--- src/hw/rtl/nfa_pkg.sv ---
// Shared types and constants for the next-fit identifier allocator.
// Holds the bitmap word geometry, the status codes and the sequencer states.
// No dependencies.
package nfa_pkg;

    // Bitmap word geometry: one memory word holds this many map entries.
    localparam int WORD_W = 32;
    localparam int BIT_W  = 5;

    // Result status codes.
    localparam logic [1:0] ST_OK          = 2'd0;
    localparam logic [1:0] ST_FULL        = 2'd1;
    localparam logic [1:0] ST_BAD_RELEASE = 2'd2;

    // Request kinds as carried on the mode input.
    typedef enum logic {
        MODE_ALLOC   = 1'b0,
        MODE_RELEASE = 1'b1
    } mode_t;

    // Sequencer states.
    typedef enum logic [1:0] {
        S_CLEAR,
        S_IDLE,
        S_READ,
        S_EVAL
    } state_t;

endpackage

--- src/hw/rtl/nfa_map_ram.sv ---
// Single-port-write, single-port-read bitmap memory with registered read data.
// Uses nfa_pkg for the word width.
module nfa_map_ram #(
    parameter int DEPTH  = 128,
    parameter int ADDR_W = 7
) (
    input  logic                      clk,
    input  logic                      we,
    input  logic [ADDR_W-1:0]         waddr,
    input  logic [nfa_pkg::WORD_W-1:0] wdata,
    input  logic [ADDR_W-1:0]         raddr,
    output logic [nfa_pkg::WORD_W-1:0] rdata
);
    import nfa_pkg::*;

    logic [WORD_W-1:0] mem [DEPTH];
    logic [WORD_W-1:0] rdata_reg;

    // Write port and registered read port.
    always_ff @(posedge clk)
    begin
        if (we)
        begin
            mem[waddr] <= wdata;
        end
        rdata_reg <= mem[raddr];
    end

    assign rdata = rdata_reg;

endmodule

--- src/hw/rtl/next_fit_id_allocator_unit.sv ---
// An allocate passes from accept through a read and an evaluate state for each of the k
// 32-entry bitmap words the next-fit scan reads (1 to ceil(NUM_IDS/32) + 1); a release reads
// and evaluates one word; an allocate when full or an out-of-range release is answered from
// the idle state. busy falls in the cycle the strobe shows, so the next request may start
// then. After reset, busy stays high while a clearing pass zeroes the bitmap memory; the
// receiver cannot stall.
module next_fit_id_allocator_unit #(
    parameter int NUM_IDS = 4096
) (
    input  logic        clk,
    input  logic        rst_n,
    input  logic        start,
    output logic        busy,
    input  logic        mode,
    input  logic [15:0] release_id,
    input  logic        cfg_valid,
    output logic        cfg_ready,
    input  logic [15:0] cfg_data,
    output logic        result_valid,
    output logic [15:0] given_id,
    output logic [1:0]  status,
    output logic [12:0] used_count
);
    import nfa_pkg::*;

    localparam int NUM_WORDS = (NUM_IDS + WORD_W - 1) / WORD_W;
    localparam int ADDR_W    = (NUM_WORDS > 1) ? $clog2(NUM_WORDS) : 1;
    localparam int PAD_W     = ADDR_W + BIT_W;
    localparam int IDX_W     = $clog2(NUM_IDS);
    localparam int CNT_W     = $clog2(NUM_IDS + 1);
    localparam int LAST_BITS = NUM_IDS - (NUM_WORDS - 1) * WORD_W;

    localparam logic [ADDR_W-1:0] LAST_WORD = ADDR_W'(NUM_WORDS - 1);
    localparam logic [16:0]       ID_LIMIT  = 17'(NUM_IDS);
    localparam logic [CNT_W-1:0]  CNT_FULL  = CNT_W'(NUM_IDS);
    localparam logic [IDX_W-1:0]  IDX_LAST  = IDX_W'(NUM_IDS - 1);

    state_t state_reg, state_next;

    logic [15:0]        base_reg;
    logic [IDX_W-1:0]   ptr_reg;
    logic [CNT_W-1:0]   count_reg;
    logic [ADDR_W-1:0]  word_reg;
    logic [BIT_W-1:0]   bit_reg;
    logic               first_reg;
    logic               mode_reg;
    logic               res_valid_reg;
    logic [15:0]        res_id_reg;
    logic [1:0]         res_status_reg;

    logic               ram_we;
    logic [WORD_W-1:0]  ram_wdata;
    logic [WORD_W-1:0]  rd_word;

    logic [15:0]        rel_off;
    logic               rel_in_range;
    logic [PAD_W-1:0]   rel_pad;
    logic [PAD_W-1:0]   ptr_pad;
    logic               accept;
    logic               req_full;
    logic               req_bad;

    logic [WORD_W-1:0]  valid_mask;
    logic [WORD_W-1:0]  start_mask;
    logic [WORD_W-1:0]  free_bits;
    logic               found;
    logic [BIT_W-1:0]   enc;
    logic [PAD_W-1:0]   hit_pad;
    logic [IDX_W-1:0]   hit_idx;
    logic [WORD_W-1:0]  alloc_bit;
    logic [WORD_W-1:0]  rel_bit;
    logic               rel_hit;
    logic [CNT_W+12:0]  count_ext;

    // Bitmap storage, one bit per identifier.
    nfa_map_ram #(
        .DEPTH  (NUM_WORDS),
        .ADDR_W (ADDR_W)
    ) u_map (
        .clk   (clk),
        .we    (ram_we),
        .waddr (word_reg),
        .wdata (ram_wdata),
        .raddr (word_reg),
        .rdata (rd_word)
    );

    // Request decode at the accepting edge.
    assign accept       = start && (state_reg == S_IDLE);
    assign rel_off      = release_id - base_reg;
    assign rel_in_range = ({1'b0, rel_off} < ID_LIMIT);
    assign rel_pad      = PAD_W'(rel_off);
    assign ptr_pad      = PAD_W'(ptr_reg);
    assign req_full     = (mode == MODE_ALLOC) && (count_reg == CNT_FULL);
    assign req_bad      = (mode == MODE_RELEASE) && !rel_in_range;

    // Free-entry search inside the word just read.
    always_comb
    begin
        for (int i = 0; i < WORD_W; i++)
        begin
            valid_mask[i] = (word_reg != LAST_WORD) || (i < LAST_BITS);
        end
        start_mask = first_reg ? ({WORD_W{1'b1}} << bit_reg) : {WORD_W{1'b1}};
        free_bits  = ~rd_word & valid_mask & start_mask;
        found      = |free_bits;
        enc        = '0;
        for (int i = WORD_W - 1; i >= 0; i--)
        begin
            if (free_bits[i])
            begin
                enc = BIT_W'(i);
            end
        end
    end

    assign hit_pad   = {word_reg, enc};
    assign hit_idx   = IDX_W'(hit_pad);
    assign alloc_bit = WORD_W'(1) << enc;
    assign rel_bit   = WORD_W'(1) << bit_reg;
    assign rel_hit   = rd_word[bit_reg];

    // Next-state logic.
    always_comb
    begin
        state_next = state_reg;
        unique case (state_reg)
            S_CLEAR:
            begin
                if (word_reg == LAST_WORD)
                begin
                    state_next = S_IDLE;
                end
            end
            S_IDLE:
            begin
                if (accept && !req_full && !req_bad)
                begin
                    state_next = S_READ;
                end
            end
            S_READ:
            begin
                state_next = S_EVAL;
            end
            S_EVAL:
            begin
                if ((mode_reg == MODE_RELEASE) || found)
                begin
                    state_next = S_IDLE;
                end
                else
                begin
                    state_next = S_READ;
                end
            end
            default:
            begin
                state_next = S_IDLE;
            end
        endcase
    end

    // Memory write controls: zero fill during the clearing pass, write-back on evaluate.
    always_comb
    begin
        ram_we    = 1'b0;
        ram_wdata = '0;
        unique case (state_reg)
            S_CLEAR:
            begin
                ram_we = 1'b1;
            end
            S_EVAL:
            begin
                if (mode_reg == MODE_RELEASE)
                begin
                    ram_we    = rel_hit;
                    ram_wdata = rd_word & ~rel_bit;
                end
                else
                begin
                    ram_we    = found;
                    ram_wdata = rd_word | alloc_bit;
                end
            end
            default:
            begin
                ram_we = 1'b0;
            end
        endcase
    end

    // State register.
    always_ff @(posedge clk or negedge rst_n)
    begin
        if (!rst_n)
        begin
            state_reg <= S_CLEAR;
        end
        else
        begin
            state_reg <= state_next;
        end
    end

    // Configuration register.
    always_ff @(posedge clk or negedge rst_n)
    begin
        if (!rst_n)
        begin
            base_reg <= 16'd300;
        end
        else if (cfg_valid && cfg_ready)
        begin
            base_reg <= cfg_data;
        end
    end

    // Request tracking, scan position, allocator state and result beat.
    always_ff @(posedge clk or negedge rst_n)
    begin
        if (!rst_n)
        begin
            ptr_reg        <= '0;
            count_reg      <= '0;
            word_reg       <= '0;
            bit_reg        <= '0;
            first_reg      <= 1'b0;
            mode_reg       <= 1'b0;
            res_valid_reg  <= 1'b0;
            res_id_reg     <= '0;
            res_status_reg <= ST_OK;
        end
        else
        begin
            res_valid_reg <= 1'b0;
            unique case (state_reg)
                S_CLEAR:
                begin
                    word_reg <= (word_reg == LAST_WORD) ? '0 : word_reg + 1'b1;
                end
                S_IDLE:
                begin
                    if (accept)
                    begin
                        mode_reg <= mode;
                        if (req_full || req_bad)
                        begin
                            res_valid_reg  <= 1'b1;
                            res_id_reg     <= '0;
                            res_status_reg <= req_full ? ST_FULL : ST_BAD_RELEASE;
                        end
                        else if (mode == MODE_ALLOC)
                        begin
                            word_reg  <= ptr_pad[PAD_W-1:BIT_W];
                            bit_reg   <= ptr_pad[BIT_W-1:0];
                            first_reg <= 1'b1;
                        end
                        else
                        begin
                            word_reg <= rel_pad[PAD_W-1:BIT_W];
                            bit_reg  <= rel_pad[BIT_W-1:0];
                        end
                    end
                end
                S_READ:
                begin
                    word_reg <= word_reg;
                end
                S_EVAL:
                begin
                    if (mode_reg == MODE_RELEASE)
                    begin
                        res_valid_reg <= 1'b1;
                        res_id_reg    <= '0;
                        if (rel_hit)
                        begin
                            count_reg      <= count_reg - 1'b1;
                            res_status_reg <= ST_OK;
                        end
                        else
                        begin
                            res_status_reg <= ST_BAD_RELEASE;
                        end
                    end
                    else if (found)
                    begin
                        count_reg      <= count_reg + 1'b1;
                        ptr_reg        <= (hit_idx == IDX_LAST) ? '0 : hit_idx + 1'b1;
                        res_valid_reg  <= 1'b1;
                        res_id_reg     <= base_reg + 16'(hit_pad);
                        res_status_reg <= ST_OK;
                    end
                    else
                    begin
                        // Nothing free here: move on to the next word, wrapping.
                        word_reg  <= (word_reg == LAST_WORD) ? '0 : word_reg + 1'b1;
                        first_reg <= 1'b0;
                    end
                end
                default:
                begin
                    res_valid_reg <= 1'b0;
                end
            endcase
        end
    end

    // Port drive. The in-use count is shown at all times, masked to the port width.
    // The base is taken only while idle and no request is offered, so a request in
    // flight always sees one base from accept to result.
    assign count_ext    = (CNT_W + 13)'(count_reg);
    assign used_count   = count_ext[12:0];
    assign busy         = (state_reg != S_IDLE);
    assign cfg_ready    = (state_reg == S_IDLE) && !start;
    assign result_valid = res_valid_reg;
    assign given_id     = res_id_reg;
    assign status       = res_status_reg;

endmodule

--- config.mk ---
export PLATFORM = sky130hd
export DESIGN_NAME = next_fit_id_allocator_unit
export DESIGN_NICKNAME = d
export VERILOG_FILES = /design/src/hw/rtl/nfa_pkg.sv /design/src/hw/rtl/nfa_map_ram.sv /design/src/hw/rtl/next_fit_id_allocator_unit.sv
export SDC_FILE = /design/constraint.sdc
export NUM_CORES = 2
export LEC_CHECK = 0
export BUFFER_PORTS_ARGS = -buffer_cell sky130_fd_sc_hd__buf_4
export CAP_MARGIN = 30
export CORE_MARGIN = 1.5
export CORE_UTILIZATION = 25
export CTS_CLUSTER_DIAMETER = 150
export DETAILED_ROUTE_END_ITERATION = 10
export PLACE_DENSITY_LB_ADDON = 0.12
export REMOVE_ABC_BUFFERS = 1
export SETUP_SLACK_MARGIN = 0.5
export SYNTH_ARGS = -nofsm -noshare
export SYNTH_HDL_FRONTEND = slang
export SYNTH_SLANG_ARGS = --single-unit
--- constraint.sdc ---
create_clock -name clk -period 11.97 [get_ports clk]
set_input_delay 1.197 -clock clk [delete_from_list [all_inputs] [get_ports clk]]
set_output_delay 1.197 -clock clk [all_outputs]
set_load 0.005 [all_outputs]
==> run metrics <==
EDFF count, synth=4,096; LEAKAGE=56.5 nW; Via Count=91,700; CTS Root Cell=clkbuf_16; number of cells after detailed placement=16,900; Peak Freq=154 MHz; outcome=complete, no violations; CTS tree=built; full die area=630,000 um2; Tcrit/Tclk final=0.542; WS Path Type=flop to flop; crit-path max FO=71; largest cells by area after synthesis=edfxtp_1 79%, a22oi_1 6.3%, a221oi_1 2.1%; Crit path top cell by count=buf_4; Die H=793 um; RSZ-0062 raised after global routing=no; top-count cell post-synth=edfxtp_1; PD cells=255 nW/um2; CTS Buf Count=464; Crit. Startpoint=first_reg$_DFFE_PN0P_; Syn Inst Count=8,664; slack of the critical path=5.49 ns; length of the first detailed-routing pass in iterations=6; end of the critical path=u_map.mem[65][16]$_DFFE_PP_; reg2reg start=first_reg$_DFFE_PN0P_; Setup Fix Bufs, Post-CTS=0; Post-synth ARST share=0.0181; deepest clock path buffer count=4; largest net degree at the start of global routing=81; WP data required=12.64 ns; drt via density=5.14; depth of the most critical reg-to-reg path=13; cts hold-fix bufs=0; synth unique cells=105; GRT Util Overall=0.190; Slew headroom=0.238; FP Rows=290; worst-margin pin slew=1.14 ns; dpl ws=5.59 ns; DRT iter0 DRCs=10,400; max-cap viol count=0; worst reg2reg endpoint=u_map.mem[65][16]$_DFFE_PP_; NumNets Final=9,191; GP Congestion=0.853; Clock Latency Late Sink=1.05 ns; post_cts resized=0; critical path startpoint category=flop; layout cells sized above 1=0.160; Final Setup Violations=0; endpoint type of the worst setup path=flop; Final Instance Count excl. Fillers=17,800; number of synthesized register bits=4,204; setup TNS=0 ns; synth warn=0; Core ar.=623,000 um2; register area share after synthesis=0.804; Finished Cell Area=185,000 um2; Remaining Overflow, GRT=0; Reg clk slew, reported paths=0.06 ns; Tot Pwr=47.3 mW; vias in the first global route=90,000; H-tree depth=5; Layout area overhead=18.7%; Final Routed Wirelength=620 mm; wire length per cell=34.8 um; Slew Viols, Final=0; CTS Sinks=4,204; Reg2Reg Setup Slack=5.49 ns; Hold WS=0.0998 ns; chip width=793 um; commonest cells in the netlist=4,096 x edfxtp_1, 1,303 x a22oi_1, 383 x a221oi_1, 383 x a22o_1, 275 x clkbuf_1; min Tclk post-route=6.48 ns; first-pass GRT wire length=829 mm; post-layout util=0.298; area of placed instances=170,000 um2; Final Hold Viols=0; Synth Cell Area=156,000 um2; critical path, cell by cell=nand2_1 -> a22o_1 -> a311o_1 -> a21oi_1 -> o21ai_0 -> and2_1 -> inv_1 -> ha_1 -> nor4b_2 -> o21ai_1 -> a21boi_4 -> buf_4 -> buf_4; top_reg_cell synth=edfxtp_1; Top Ports=71; Residual DRC=0; Starting Density=0.251; DRT antenna net count=0; Slowest-stage cell, CP=dfrtp_1; CP Data Arrival Time=7.15 ns; CP max stage delay=0.97 ns; Largest register FFs=4,096; Worst Skew=0.0712 ns; Avg Cell Area, Syn=18.0 um2; Hold Crit Class=primary input to asynchronous set/reset pin; peak supply drop=0.215 mV; initial antenna violation count=54; area fraction of the dominant cell type after synthesis=0.787; leading area contributor after synthesis=edfxtp_1; PortBufs=70; DPL Wire Length=355 mm
[critical path: cells and delay by family (launching register included)]
family	cells	cell delay, ns
compound gates	6	2.07
simple gates	3	1.03
flops	1	0.97
fa+ha+maj	1	0.43
buf+inv	3	1.41
[per-layer routing]
| metal | up-vias | track usage | part of all wire |
|---|---|---|---|
| met5 | - | 0 | 0.00031 |
| met2 | 3265 | 0.310 | 0.47 |
| li1 | 37900 | - | - |
| met1 | 49900 | 0.270 | 0.45 |
| met3 | 662 | 0.0225 | 0.054 |
| met4 | 8 | 0.0490 | 0.027 |
[cell usage in the layout, fill, tap and decap left out, drive strengths merged, types with 9 or more instances in the layout]
cell / count
diode: 33
xnor2: 15
inv: 57
a22oi: 1304
nand4: 230
and2: 15
a21oi: 71
a22o: 383
bufinv: 33
a221oi: 383
nor4: 44
dfxtp: 32
and3: 11
a21o: 16
nand3: 54
a211oi: 12
ha: 50
o21bai: 9
clkbuf: 595
mux2: 35
xor2: 15
edfxtp: 4096
or4: 21
nor2: 213
o21ai: 150
a31oi: 274
buf: 567
nand2: 127
o211ai: 69
nand2b: 14
clkinv: 213
a41oi: 45
mux4: 13
o31ai: 16
or3: 16
nor3: 50
mux2i: 10
o21a: 12
dfrtp: 72
[how the worst min path moves through the flow]
stage | from | endpoint | slack, ns | cells after the start
final | rst_n | given_id[6]$_DFFE_PN0P_ | 0.1 | 1
after global routing | rst_n | base_reg[9]$_DFFE_PN0P_ | 0.07 | 1
after CTS | rst_n | base_reg[9]$_DFFE_PN0P_ | 0.01 | 1
after detailed placement | ptr_pad[8]$_DFFE_PN0P_ | ptr_pad[8]$_DFFE_PN0P_ | 0.47 | 2
after floorplan | ptr_pad[8]$_DFFE_PN0P_ | ptr_pad[8]$_DFFE_PN0P_ | 0.44 | 2
after global placement | ptr_pad[7]$_DFFE_PN0P_ | ptr_pad[7]$_DFFE_PN0P_ | 0.46 | 2
[cell type report]
cell class	count	area, um2
diodes	33	82.6
clock buffers	595	12300
clock inverters	258	2360
fillers	61100	438000
inverters	51	191
multi-input cells	3813	29600
flip-flops and latches	4204	126000
well taps	8322	10400
repair buffers	567	4950
[cell families after synthesis]
| kind of cell | synth area share |
|---|---|
| buffers and inverters | 0.0173 |
| and+or+nand+nor | 0.0291 |
| AOI/OAI and AO/OA | 0.139 |
| adders and majority gates | 0.00439 |
| muxes | 0.00504 |
| xor gates and xnor gates | 0.00168 |
| DFF | 0.804 |
[where the power goes]
part	internal (mW)	switching [mW]	leakage, nW
clock	7.92	5.99	7.12
sequential	18.2	0.363	38.8
combinational	3.66	11.1	10.5
Note: power is estimated with default switching activity, not from simulation.
